**config.mk**
```make
export PLATFORM = sky130hd
export DESIGN_NAME = wraparound_ring_span_allocator_flat
export DESIGN_NICKNAME = d
export VERILOG_FILES = /design/src/hw/rtl/wrsa_pkg.sv /design/src/hw/rtl/wrsa_in_if.sv /design/src/hw/rtl/wrsa_out_if.sv /design/src/hw/rtl/wrsa_cfg_if.sv /design/src/hw/rtl/wraparound_ring_span_allocator.sv /design/src/hw/rtl/wrsa_ctrl.sv /design/src/hw/rtl/wrsa_dp.sv /design/src/flat_wrapper.sv
export SDC_FILE = /design/constraint.sdc
export NUM_CORES = 1
export LEC_CHECK = 0
export BUFFER_PORTS_ARGS = -buffer_cell sky130_fd_sc_hd__buf_2
export CORE_MARGIN = 3
export CORE_UTILIZATION = 64
export CTS_CLUSTER_DIAMETER = 150
export DETAILED_ROUTE_END_ITERATION = 16
export PLACE_DENSITY_LB_ADDON = 0.12
export RECOVER_POWER = 25
export SLEW_MARGIN = 10
export SYNTH_ARGS = -nofsm -noshare
export SYNTH_HDL_FRONTEND = slang
export SYNTH_HIERARCHICAL = 1
export SYNTH_SLANG_ARGS = --single-unit
```
**constraint.sdc**
```tcl
create_clock -name clk -period 10.5 [get_ports clk]
set_input_delay 2.1 -clock clk [delete_from_list [all_inputs] [get_ports clk]]
set_output_delay 2.1 -clock clk [all_outputs]
set_load 0.01 [all_outputs]
```
**src/hw/rtl/wrsa_pkg.sv**
```systemverilog
// Shared types, constants and helpers for the wraparound ring span allocator.
`timescale 1ns / 1ps
`default_nettype none
package wrsa_pkg;

  localparam int SIZE_W   = 17;
  localparam int OFS_W    = 16;
  localparam int STATUS_W = 2;

  localparam int PENDING_DEPTH_DEF = 8;
  localparam int OFFSET_BITS_DEF   = 16;

  localparam logic [SIZE_W-1:0] CAP_RESET = 17'd32768;
  localparam logic [SIZE_W-1:0] CAP_MAX   = 17'd65536;
  localparam logic [SIZE_W-1:0] CAP_MIN   = 17'd1;

  localparam logic MODE_RESERVE = 1'b0;
  localparam logic MODE_RELEASE = 1'b1;

  typedef enum logic [STATUS_W-1:0] {
    ST_OK      = 2'd0,
    ST_NO_ROOM = 2'd1,
    ST_DEFER   = 2'd2,
    ST_FULL    = 2'd3
  } status_t;

  // controller -> datapath
  typedef struct packed {
    logic load;   // capture input transaction
    logic exec;   // run reserve or release
    logic wrap;   // fold start back to zero at the wrap mark
    logic scan;   // retire one pending entry sitting at start
    logic fin;    // load result register, empty-buffer reset
  } ctrl_cmd_t;

  // datapath -> controller
  typedef struct packed {
    logic head_rel; // release lands at start
    logic hit;      // a pending entry starts at start
  } dp_stat_t;

  // out-of-range capacities saturate into 1..65536
  function automatic logic [SIZE_W-1:0] clamp_cap(input logic [SIZE_W-1:0] v);
    logic [SIZE_W-1:0] r;
    r = v;
    if (v == '0) r = CAP_MIN;
    else if (v > CAP_MAX) r = CAP_MAX;
    return r;
  endfunction

endpackage
`default_nettype wire

```
**src/hw/rtl/wrsa_in_if.sv**
```systemverilog
// Request channel interface: reserve/release transactions.
`timescale 1ns / 1ps
`default_nettype none
interface wrsa_in_if;
  logic                         valid;
  logic                         ready;
  logic                         mode;
  logic [wrsa_pkg::SIZE_W-1:0]  span_size;
  logic [wrsa_pkg::OFS_W-1:0]   span_offset;

  modport source (output valid, output mode, output span_size, output span_offset,
                  input ready);
  modport sink   (input valid, input mode, input span_size, input span_offset,
                  output ready);
endinterface
`default_nettype wire

```
**src/hw/rtl/wrsa_out_if.sv**
```systemverilog
// Result channel interface.
`timescale 1ns / 1ps
`default_nettype none
interface wrsa_out_if;
  logic                           valid;
  logic                           ready;
  logic [wrsa_pkg::STATUS_W-1:0]  status;
  logic [wrsa_pkg::OFS_W-1:0]     granted_offset;
  logic                           is_empty;

  modport source (output valid, output status, output granted_offset, output is_empty,
                  input ready);
  modport sink   (input valid, input status, input granted_offset, input is_empty,
                  output ready);
endinterface
`default_nettype wire

```
**src/hw/rtl/wrsa_cfg_if.sv**
```systemverilog
// Configuration write channel interface (buffer capacity).
`timescale 1ns / 1ps
`default_nettype none
interface wrsa_cfg_if;
  logic                         valid;
  logic                         ready;
  logic [wrsa_pkg::SIZE_W-1:0]  buffer_bytes;

  modport source (output valid, output buffer_bytes, input ready);
  modport sink   (input valid, input buffer_bytes, output ready);
endinterface
`default_nettype wire

```
**src/hw/rtl/wraparound_ring_span_allocator.sv**
```systemverilog
// Top level of the wraparound ring span allocator.
//
//  channel  | role   | payload                                   | accept
//  ---------+--------+-------------------------------------------+-------------
//  in_ch    | sink   | mode, span_size, span_offset              | valid&ready
//  out_ch   | source | status, granted_offset, is_empty          | valid&ready
//  cfg_ch   | sink   | buffer_bytes (capacity)                   | valid&ready
//
//  Steps: a reserve, or a release that does not land at start, goes through
//    capture, execute and result load; the result load waits while the
//    previous result is still held and not taken.
//  A release at start adds wrap and scan steps, one pair per pass, one pass
//    per pending entry retired plus a final one; the retire loop checks the
//    wrap mark and then the pending table, one entry per pass.
//  Reset (rst_n, synchronous) clears marks and pending valid bits at once;
//    capacity returns to 32768. No clearing pass.
//  Results sit in an output register; a new transaction is taken while the
//    previous result waits, and the block holds in its last step only when
//    the result register is still occupied.
`timescale 1ns / 1ps
`default_nettype none
module wraparound_ring_span_allocator #(
  parameter int PENDING_DEPTH = wrsa_pkg::PENDING_DEPTH_DEF,
  parameter int OFFSET_BITS   = wrsa_pkg::OFFSET_BITS_DEF
) (
  input  wire logic   clk,
  input  wire logic   rst_n,
  wrsa_in_if.sink     in_ch,
  wrsa_out_if.source  out_ch,
  wrsa_cfg_if.sink    cfg_ch
);

  wrsa_pkg::ctrl_cmd_t cmd;
  wrsa_pkg::dp_stat_t  st;

  // the user must send capacity writes only while idle; the block always takes them unchecked
  assign cfg_ch.ready = 1'b1;

  wrsa_ctrl u_ctrl (
    .clk       (clk),
    .rst_n     (rst_n),
    .in_valid  (in_ch.valid),
    .in_ready  (in_ch.ready),
    .out_valid (out_ch.valid),
    .out_ready (out_ch.ready),
    .st        (st),
    .cmd       (cmd)
  );

  wrsa_dp #(
    .PENDING_DEPTH (PENDING_DEPTH),
    .OFFSET_BITS   (OFFSET_BITS)
  ) u_dp (
    .clk        (clk),
    .rst_n      (rst_n),
    .cfg_we     (cfg_ch.valid),
    .cfg_data   (cfg_ch.buffer_bytes),
    .in_mode    (in_ch.mode),
    .in_size    (in_ch.span_size),
    .in_off     (in_ch.span_offset),
    .cmd        (cmd),
    .st         (st),
    .out_status (out_ch.status),
    .out_ofs    (out_ch.granted_offset),
    .out_empty  (out_ch.is_empty)
  );

endmodule
`default_nettype wire

```
**src/hw/rtl/wrsa_ctrl.sv**
```systemverilog
// Sequencing state machine for the span allocator.
`timescale 1ns / 1ps
`default_nettype none
module wrsa_ctrl (
  input  wire logic                 clk,
  input  wire logic                 rst_n,
  input  wire logic                 in_valid,
  output logic                      in_ready,
  output logic                      out_valid,
  input  wire logic                 out_ready,
  input  wire wrsa_pkg::dp_stat_t   st,
  output wrsa_pkg::ctrl_cmd_t       cmd
);

  typedef enum logic [4:0] {
    S_IDLE = 5'b00001,
    S_EXEC = 5'b00010,
    S_WRAP = 5'b00100,
    S_SCAN = 5'b01000,
    S_DONE = 5'b10000
  } state_t;

  state_t state_r, state_nxt;
  logic   out_valid_r, out_valid_nxt;
  logic   fin;

  assign in_ready  = (state_r == S_IDLE);
  assign out_valid = out_valid_r;
  assign fin       = (state_r == S_DONE) && (!out_valid_r || out_ready);

  always_comb begin
    cmd       = '0;
    state_nxt = state_r;
    unique case (state_r)
      S_IDLE: begin
        if (in_valid) begin
          cmd.load  = 1'b1;
          state_nxt = S_EXEC;
        end
      end
      S_EXEC: begin
        cmd.exec  = 1'b1;
        state_nxt = st.head_rel ? S_WRAP : S_DONE;
      end
      S_WRAP: begin
        cmd.wrap  = 1'b1;
        state_nxt = S_SCAN;
      end
      S_SCAN: begin
        cmd.scan  = 1'b1;
        state_nxt = st.hit ? S_WRAP : S_DONE;
      end
      S_DONE: begin
        cmd.fin = fin;
        if (fin) state_nxt = S_IDLE;
      end
      default: state_nxt = S_IDLE;
    endcase
  end

  assign out_valid_nxt = fin || (out_valid_r && !out_ready);

  always_ff @(posedge clk) begin
    if (!rst_n) begin
      state_r     <= S_IDLE;
      out_valid_r <= 1'b0;
    end else begin
      state_r     <= state_nxt;
      out_valid_r <= out_valid_nxt;
    end
  end

`ifndef SYNTHESIS
  a_fin_sets_valid: assert property (@(posedge clk) disable iff (!rst_n)
    fin |=> out_valid_r)
    else $error("result not presented after finish");

  a_accept_to_exec: assert property (@(posedge clk) disable iff (!rst_n)
    (state_r == S_IDLE && in_valid) |=> (state_r == S_EXEC))
    else $error("accepted transaction did not execute");

  a_hit_rescans: assert property (@(posedge clk) disable iff (!rst_n)
    (state_r == S_SCAN && st.hit) |=> (state_r == S_WRAP))
    else $error("retire did not loop back");

  a_no_overwrite: assert property (@(posedge clk) disable iff (!rst_n)
    (state_r == S_DONE && out_valid_r && !out_ready) |=> (state_r == S_DONE))
    else $error("result overwritten while stalled");
`endif

endmodule
`default_nettype wire

```
**src/hw/rtl/wrsa_dp.sv**
```systemverilog
// Datapath: marks, pending table, capacity register and result register.
`timescale 1ns / 1ps
`default_nettype none
module wrsa_dp #(
  parameter int PENDING_DEPTH = wrsa_pkg::PENDING_DEPTH_DEF,
  parameter int OFFSET_BITS   = wrsa_pkg::OFFSET_BITS_DEF
) (
  input  wire logic                              clk,
  input  wire logic                              rst_n,
  input  wire logic                              cfg_we,
  input  wire logic [wrsa_pkg::SIZE_W-1:0]       cfg_data,
  input  wire logic                              in_mode,
  input  wire logic [wrsa_pkg::SIZE_W-1:0]       in_size,
  input  wire logic [wrsa_pkg::OFS_W-1:0]        in_off,
  input  wire wrsa_pkg::ctrl_cmd_t               cmd,
  output wrsa_pkg::dp_stat_t                     st,
  output logic [wrsa_pkg::STATUS_W-1:0]          out_status,
  output logic [wrsa_pkg::OFS_W-1:0]             out_ofs,
  output logic                                   out_empty
);

  localparam int SW     = wrsa_pkg::SIZE_W;
  localparam int OW     = wrsa_pkg::OFS_W;
  localparam int PIDX_W = (PENDING_DEPTH > 1) ? $clog2(PENDING_DEPTH) : 1;
  localparam int CMP_W  = (OFFSET_BITS > SW) ? OFFSET_BITS : SW;

  logic [SW-1:0]          cap_r, cap_nxt;
  logic [SW-1:0]          head_r, head_nxt;
  logic [SW-1:0]          tail_r, tail_nxt;
  logic [SW-1:0]          wrap_r, wrap_nxt;
  logic [PENDING_DEPTH-1:0] pvalid_r, pvalid_nxt;
  logic [OFFSET_BITS-1:0] poff_r [PENDING_DEPTH];
  logic [OFFSET_BITS-1:0] poff_nxt [PENDING_DEPTH];
  logic [SW-1:0]          plen_r [PENDING_DEPTH];
  logic [SW-1:0]          plen_nxt [PENDING_DEPTH];

  logic                   mode_r, mode_nxt;
  logic [SW-1:0]          size_r, size_nxt;
  logic [OW-1:0]          off_r, off_nxt;

  wrsa_pkg::status_t      res_status_r, res_status_nxt;
  logic [OW-1:0]          res_ofs_r, res_ofs_nxt;
  logic                   chk_clr_r, chk_clr_nxt;
  logic [wrsa_pkg::STATUS_W-1:0] out_status_r, out_status_nxt;
  logic [OW-1:0]          out_ofs_r, out_ofs_nxt;
  logic                   out_empty_r, out_empty_nxt;

  // pending table lookups
  logic                   hit, free_found;
  logic [PIDX_W-1:0]      hit_idx, free_idx;

  always_comb begin
    hit        = 1'b0;
    hit_idx    = '0;
    free_found = 1'b0;
    free_idx   = '0;
    for (int i = 0; i < PENDING_DEPTH; i++) begin
      if (!hit && pvalid_r[i] && (CMP_W'(poff_r[i]) == CMP_W'(head_r))) begin
        hit     = 1'b1;
        hit_idx = PIDX_W'(i);
      end
      if (!free_found && !pvalid_r[i]) begin
        free_found = 1'b1;
        free_idx   = PIDX_W'(i);
      end
    end
  end

  logic [SW-1:0]    off17;
  logic [SW:0]      end_sum;
  logic [SW-1:0]    tail_sum, tail_sub, head_add;
  logic             tail_fits;
  logic [CMP_W-1:0] off_ext;

  assign off17     = SW'(off_r);
  assign end_sum   = {1'b0, off17} + {1'b0, size_r};
  assign tail_sum  = tail_r + size_r;
  assign tail_sub  = tail_r - size_r;
  assign head_add  = head_r + size_r;
  assign tail_fits = (tail_r <= cap_r) && ((cap_r - tail_r) >= size_r);
  assign off_ext   = CMP_W'(off_r);

  assign st.head_rel = (mode_r == wrsa_pkg::MODE_RELEASE) && (off17 == head_r);
  assign st.hit      = hit;

  always_comb begin
    cap_nxt        = cfg_we ? wrsa_pkg::clamp_cap(cfg_data) : cap_r;
    head_nxt       = head_r;
    tail_nxt       = tail_r;
    wrap_nxt       = wrap_r;
    pvalid_nxt     = pvalid_r;
    poff_nxt       = poff_r;
    plen_nxt       = plen_r;
    mode_nxt       = mode_r;
    size_nxt       = size_r;
    off_nxt        = off_r;
    res_status_nxt = res_status_r;
    res_ofs_nxt    = res_ofs_r;
    chk_clr_nxt    = chk_clr_r;
    out_status_nxt = out_status_r;
    out_ofs_nxt    = out_ofs_r;
    out_empty_nxt  = out_empty_r;

    if (cmd.load) begin
      mode_nxt = in_mode;
      size_nxt = in_size;
      off_nxt  = in_off;
    end

    if (cmd.exec) begin
      res_ofs_nxt    = '0;
      chk_clr_nxt    = 1'b0;
      res_status_nxt = wrsa_pkg::ST_OK;
      if (mode_r == wrsa_pkg::MODE_RESERVE) begin
        if (|pvalid_r) begin
          res_status_nxt = wrsa_pkg::ST_NO_ROOM;
        end else if (head_r == tail_r) begin
          if (size_r > cap_r) begin
            res_status_nxt = wrsa_pkg::ST_NO_ROOM;
          end else begin
            head_nxt = '0;
            tail_nxt = size_r;
            wrap_nxt = size_r;
          end
        end else if (tail_r > head_r) begin
          if (tail_fits) begin
            res_ofs_nxt = tail_r[OW-1:0];
            tail_nxt    = tail_sum;
            wrap_nxt    = tail_sum;
          end else if (head_r >= size_r) begin
            tail_nxt = size_r;   // wrap to offset zero, granted at 0
          end else begin
            res_status_nxt = wrsa_pkg::ST_NO_ROOM;
          end
        end else if ((head_r - tail_r) >= size_r) begin
          res_ofs_nxt = tail_r[OW-1:0];
          tail_nxt    = tail_sum;
        end else begin
          res_status_nxt = wrsa_pkg::ST_NO_ROOM;
        end
      end else begin
        if (off17 == head_r) begin
          head_nxt    = head_add;
          chk_clr_nxt = 1'b1;
        end else if (end_sum == {1'b0, tail_r}) begin
          chk_clr_nxt = 1'b1;
          if (tail_r == wrap_r) begin
            tail_nxt = tail_sub;
            wrap_nxt = wrap_r - size_r;
          end else begin
            tail_nxt = (tail_sub == '0) ? wrap_r : tail_sub;
          end
        end else if (free_found) begin
          pvalid_nxt[free_idx] = 1'b1;
          poff_nxt[free_idx]   = off_ext[OFFSET_BITS-1:0];
          plen_nxt[free_idx]   = size_r;
          res_status_nxt       = wrsa_pkg::ST_DEFER;
        end else begin
          res_status_nxt = wrsa_pkg::ST_FULL;
        end
      end
    end

    if (cmd.wrap) begin
      if (head_r != tail_r && head_r == wrap_r) begin
        wrap_nxt = tail_r;
        head_nxt = '0;
      end
    end

    if (cmd.scan && hit) begin
      pvalid_nxt[hit_idx] = 1'b0;
      head_nxt            = head_r + plen_r[hit_idx];
    end

    if (cmd.fin) begin
      out_status_nxt = res_status_r;
      out_ofs_nxt    = res_ofs_r;
      out_empty_nxt  = (head_r == tail_r);
      if (chk_clr_r && head_r == tail_r) begin
        head_nxt   = '0;
        tail_nxt   = '0;
        wrap_nxt   = '0;
        pvalid_nxt = '0;
      end
    end
  end

  always_ff @(posedge clk) begin
    if (!rst_n) begin
      cap_r    <= wrsa_pkg::CAP_RESET;
      head_r   <= '0;
      tail_r   <= '0;
      wrap_r   <= '0;
      pvalid_r <= '0;
    end else begin
      cap_r    <= cap_nxt;
      head_r   <= head_nxt;
      tail_r   <= tail_nxt;
      wrap_r   <= wrap_nxt;
      pvalid_r <= pvalid_nxt;
    end
  end

  always_ff @(posedge clk) begin
    poff_r       <= poff_nxt;
    plen_r       <= plen_nxt;
    mode_r       <= mode_nxt;
    size_r       <= size_nxt;
    off_r        <= off_nxt;
    res_status_r <= res_status_nxt;
    res_ofs_r    <= res_ofs_nxt;
    chk_clr_r    <= chk_clr_nxt;
    out_status_r <= out_status_nxt;
    out_ofs_r    <= out_ofs_nxt;
    out_empty_r  <= out_empty_nxt;
  end

  assign out_status = out_status_r;
  assign out_ofs    = out_ofs_r;
  assign out_empty  = out_empty_r;

endmodule
`default_nettype wire

```
**src/flat_wrapper.sv**
```systemverilog
// flat-port wrapper written by rule: the top's interface ports become plain ports
module wraparound_ring_span_allocator_flat 
#(
  parameter int PENDING_DEPTH = wrsa_pkg::PENDING_DEPTH_DEF,
  parameter int OFFSET_BITS   = wrsa_pkg::OFFSET_BITS_DEF
)
  (clk, rst_n, in_ch_valid, in_ch_mode, in_ch_span_size, in_ch_span_offset, in_ch_ready, out_ch_valid, out_ch_status, out_ch_granted_offset, out_ch_is_empty, out_ch_ready, cfg_ch_valid, cfg_ch_buffer_bytes, cfg_ch_ready);
  wrsa_in_if in_ch_i ();
  wrsa_out_if out_ch_i ();
  wrsa_cfg_if cfg_ch_i ();
  input  wire logic clk;
  input  wire logic rst_n;
  input wire logic [$bits(in_ch_i.valid)-1:0] in_ch_valid;
  input wire logic [$bits(in_ch_i.mode)-1:0] in_ch_mode;
  input wire logic [$bits(in_ch_i.span_size)-1:0] in_ch_span_size;
  input wire logic [$bits(in_ch_i.span_offset)-1:0] in_ch_span_offset;
  output wire logic [$bits(in_ch_i.ready)-1:0] in_ch_ready;
  output wire logic [$bits(out_ch_i.valid)-1:0] out_ch_valid;
  output wire logic [$bits(out_ch_i.status)-1:0] out_ch_status;
  output wire logic [$bits(out_ch_i.granted_offset)-1:0] out_ch_granted_offset;
  output wire logic [$bits(out_ch_i.is_empty)-1:0] out_ch_is_empty;
  input wire logic [$bits(out_ch_i.ready)-1:0] out_ch_ready;
  input wire logic [$bits(cfg_ch_i.valid)-1:0] cfg_ch_valid;
  input wire logic [$bits(cfg_ch_i.buffer_bytes)-1:0] cfg_ch_buffer_bytes;
  output wire logic [$bits(cfg_ch_i.ready)-1:0] cfg_ch_ready;
  assign in_ch_i.valid = in_ch_valid;
  assign in_ch_i.mode = in_ch_mode;
  assign in_ch_i.span_size = in_ch_span_size;
  assign in_ch_i.span_offset = in_ch_span_offset;
  assign in_ch_ready = in_ch_i.ready;
  assign out_ch_valid = out_ch_i.valid;
  assign out_ch_status = out_ch_i.status;
  assign out_ch_granted_offset = out_ch_i.granted_offset;
  assign out_ch_is_empty = out_ch_i.is_empty;
  assign out_ch_i.ready = out_ch_ready;
  assign cfg_ch_i.valid = cfg_ch_valid;
  assign cfg_ch_i.buffer_bytes = cfg_ch_buffer_bytes;
  assign cfg_ch_ready = cfg_ch_i.ready;
  wraparound_ring_span_allocator #(.PENDING_DEPTH(PENDING_DEPTH), .OFFSET_BITS(OFFSET_BITS)) u_core (.clk(clk), .rst_n(rst_n), .in_ch(in_ch_i), .out_ch(out_ch_i), .cfg_ch(cfg_ch_i));
endmodule
```
==> run metrics <==
Startpoint Class flop; most frequently used flop master after synthesis sky130_fd_sc_hd__edfxtp_1; total power per unit cell area 134.5 nW/um^2; ratio of routed vias to standard cells 7.032; average cell area after synthesis 10.09 um^2; cts repair resizes 0; Synthesis Warnings 6; Routed WL per cell 29.05 um; Post-layout nets 3,033; Fmax 143.2 MHz; register clock-pin slew on the reported worst setup and hold paths 0.07 ns; proportion of layout cells with a drive suffix above 1 0.09032; top cell type by total area after synthesis sky130_fd_sc_hd__edfxtp_1; Post-Route Hold Slack 0.4185 ns; hold path cells 0; number of flops mapped to enable cells by yosys 336; total number of vias 23,510; largest stage delay on the critical path 0.64 ns; CTS max path bufs 3; proportion of netlist area held by the largest area contributor 0.3691; Syn Std Cell Area 27,340 um^2; part of the total power dissipated in the clock network 0.363; sequential cell area fraction in the yosys report 0.4291; distinct cell type count after synthesis 94; largest net degree at the start of global routing 42; count of port buffers added during placement 76; signal arrival time at the worst endpoint 7.44 ns; # IOs 78; number of antenna violations at the first check in global routing 2; number of cells on the worst reg-to-reg path 25; starting utilization of the core area 0.6503; initial detailed-routing violation count 3,132; unrepaired setup endpoints after global routing false; Worst Setup Slack post-DPL 3.687 ns; Top cell by count, worst path sky130_fd_sc_hd__o21ai_0; Post-Synthesis Net Count 2,971; wire length of the first global-routing pass 140,000 um; final max-slew violation count 17; TritonRoute pass-1 iters 8; number of CTS-inserted buffers 43; clk sinks 418; number of synthesized register bits 418; row cnt 75; final number of hold-violating endpoints 0; violated checks max-capacitance violations, max-slew violations; Psw 1.172 mW; slowest stage cell on the critical path sky130_fd_sc_hd__or4b_2; post-detailed-routing wire length 97,160 um; Leakage Power 11.11 nW; Async SR Flop Fraction 0; Area Overhead vs Synth 8.526%; standard cell core area 42,040 um^2; CTS hold repair buffers 0; final-layout setup total negative slack 0 ns; cell count after synthesis 2,709; area of the die 45,230 um^2; minimum period implied by the final worst setup slack 6.982 ns; required time of the critical path 10.96 ns; fin util 0.7057; endpoints failing setup 0; Worst Tran Pin Value 1.545 ns; clock root cell sky130_fd_sc_hd__clkbuf_16; Crit Path Category reg2reg; worst-case setup margin in the final layout 3.518 ns; Max FO, Critical Path 38; Critical Path Sink Type flop; synth cell count leaders sky130_fd_sc_hd__edfxtp_1, sky130_fd_sc_hd__ha_1, sky130_fd_sc_hd__nand2_1, sky130_fd_sc_hd__xnor2_1, sky130_fd_sc_hd__o21ai_0; die extent in y 212.7 um; post-CTS setup buffer count 0; vias in the first global route 22,350; switching share of power 0.2935; Int Pwr 2.820 mW; post-layout total power 3.992 mW; aggregate global routing overflow 0; Detail Route Antenna Nets 0; result of the run finished with violations; cell types occupying the most area after synthesis sky130_fd_sc_hd__edfxtp_1, sky130_fd_sc_hd__ha_1, sky130_fd_sc_hd__dfxtp_1; HPWL after DPL 67,040 um; sequential power share 0.467; Max-Slew Margin vs Limit -0.02977; horizontal die dimension 212.7 um; combinational share of power 0.170; Tot GR Track Use 0.4205; clk_skew 0.02445 ns; max_cap viols 1; DRC errors left 0; library cell with the highest instance count after synthesis sky130_fd_sc_hd__edfxtp_1; H-Tree Level Count 2; worst min-delay path category reg2reg; Routability Congestion 1.032; clock tree from TritonCTS yes; ratio of final minimum period to clock period 0.6650; peak supply drop 0.0001512 V; clock insertion delay at the later pin of the skew report 0.59 ns
worst max-delay path, delay by kind of cell, from the launching register on:
family                   cells  cell delay, ns
XOR/XNOR                     1            0.12
AND/OR/NAND/NOR              9            2.16
adder cells (fa/ha/maj)      1            0.44
multiplexers                 2            0.32
flip-flops                   1            0.56
buffers and inverters        3            1.05
AO/OA/AOI/OAI                9            2.13
layout by cell type, fill, tap and decap left out, types with 10 or more instances in the layout:
cell type and instances:
sky130_fd_sc_hd__edfxtp_1 336, sky130_fd_sc_hd__ha_1 198, sky130_fd_sc_hd__nand2_1 194, sky130_fd_sc_hd__xnor2_1 181, sky130_fd_sc_hd__o21ai_0 174, sky130_fd_sc_hd__nor2_1 161
sky130_fd_sc_hd__a21oi_1 147, sky130_fd_sc_hd__inv_1 122, sky130_fd_sc_hd__xor2_1 107, sky130_fd_sc_hd__dfxtp_1 82, sky130_fd_sc_hd__buf_2 76, sky130_fd_sc_hd__mux2i_1 74
sky130_fd_sc_hd__nor3_1 66, sky130_fd_sc_hd__nand4_1 54, sky130_fd_sc_hd__a21o_1 54, sky130_fd_sc_hd__nor4_1 51, sky130_fd_sc_hd__nand3_1 48, sky130_fd_sc_hd__a211oi_1 44
sky130_fd_sc_hd__clkbuf_16 43, sky130_fd_sc_hd__buf_4 43, sky130_fd_sc_hd__o21a_1 31, sky130_fd_sc_hd__nand2b_1 29, sky130_fd_sc_hd__a221oi_1 29, sky130_fd_sc_hd__nor2b_1 26
sky130_fd_sc_hd__o221ai_1 26, sky130_fd_sc_hd__and2_1 25, sky130_fd_sc_hd__mux2_2 23, sky130_fd_sc_hd__and3_1 20, sky130_fd_sc_hd__a31oi_1 20, sky130_fd_sc_hd__or3_1 20
sky130_fd_sc_hd__clkbuf_1 18, sky130_fd_sc_hd__o21bai_1 18, sky130_fd_sc_hd__o31ai_1 13, sky130_fd_sc_hd__or2_2 12, sky130_fd_sc_hd__o22ai_1 11, sky130_fd_sc_hd__nor3b_1 10
sky130_fd_sc_hd__o211ai_1 10
cell type report:
type	count	area, um^2
clock buffer	50	1122
antenna	4	10.01
multi-input combinational	2052	14740
clock inverter	25	176.4
timing repair buffer	132	752.0
inverter	124	465.4
sequential	418	11730
tap	539	674.4
fill	3151	12370
logic make-up after synthesis:
| group | synth area share |
|---|---|
| AO/OA/AOI/OAI | 0.1649 |
| XOR/XNOR | 0.09227 |
| adder cells (fa/ha/maj) | 0.09648 |
| buffers and inverters | 0.03446 |
| flip-flops | 0.4291 |
| multiplexers | 0.03657 |
| other | 0.0001372 |
| AND/OR/NAND/NOR | 0.1461 |
registers in the layout (all words and copies together), names as in the netlist, 2 cells and up:
name and flops:
u_core/u_dp/plen_r 136, u_core/u_dp/poff_r 128, u_core/u_dp/cap_r 17, u_core/u_dp/head_r 17, u_core/u_dp/size_r 17, u_core/u_dp/tail_r 17
u_core/u_dp/wrap_r 17, u_core/u_dp/off_r 16, u_core/u_dp/out_ofs 16, u_core/u_dp/res_ofs_r 16, u_core/u_dp/pvalid_r 8, u_core/u_ctrl/state_r 5
u_core/u_dp/out_status 2, u_core/u_dp/res_status_r 2
through the flow:
step	instances	area (um^2)
detailed placement	3265	28410
global route	3340	29660
CTS	3340	29710
floorplan	2709	27340
finish	3344	29670
global placement	3265	28410
metal layers:
| metal | part of all wire | up-vias | GRT usage |
|---|---|---|---|
| met1 | 0.37 | 11150 | 0.5486 |
| met3 | 0.14 | 446 | 0.1365 |
| met5 | 0.00012 | - | 0 |
| li1 | - | 10250 | - |
| met2 | 0.41 | 1661 | 0.6202 |
| met4 | 0.070 | 2 | 0.2377 |
power by group through the flow:
stage                     clock (mW)  combinational (mW)  sequential [mW]
after global placement             0               0.631             1.89
after global routing            1.52               0.718             1.86
after detailed placement           0               0.646             1.90
after floorplan                    0               0.447             1.87
after CTS                       1.45               0.651             1.86
final                           1.45               0.678             1.87
final timing paths:
kind | startpoint | to | slack [ns]
worst max register to register | u_core/u_dp/head_r[10]$_SDFF_PN0_ | u_core/u_dp/head_r[16]$_SDFF_PN0_ | 3.52
worst min register to register | u_core/u_dp/res_ofs_r[6]$_SDFFCE_PP0P_ | u_core/u_dp/out_ofs[6]$_DFFE_PP_ | 0.42
worst max-delay path | u_core/u_dp/head_r[10]$_SDFF_PN0_ | u_core/u_dp/head_r[16]$_SDFF_PN0_ | 3.52
worst min-delay path | u_core/u_dp/res_ofs_r[6]$_SDFFCE_PP0P_ | u_core/u_dp/out_ofs[6]$_DFFE_PP_ | 0.42
Power figures use the tool's default switching activity.
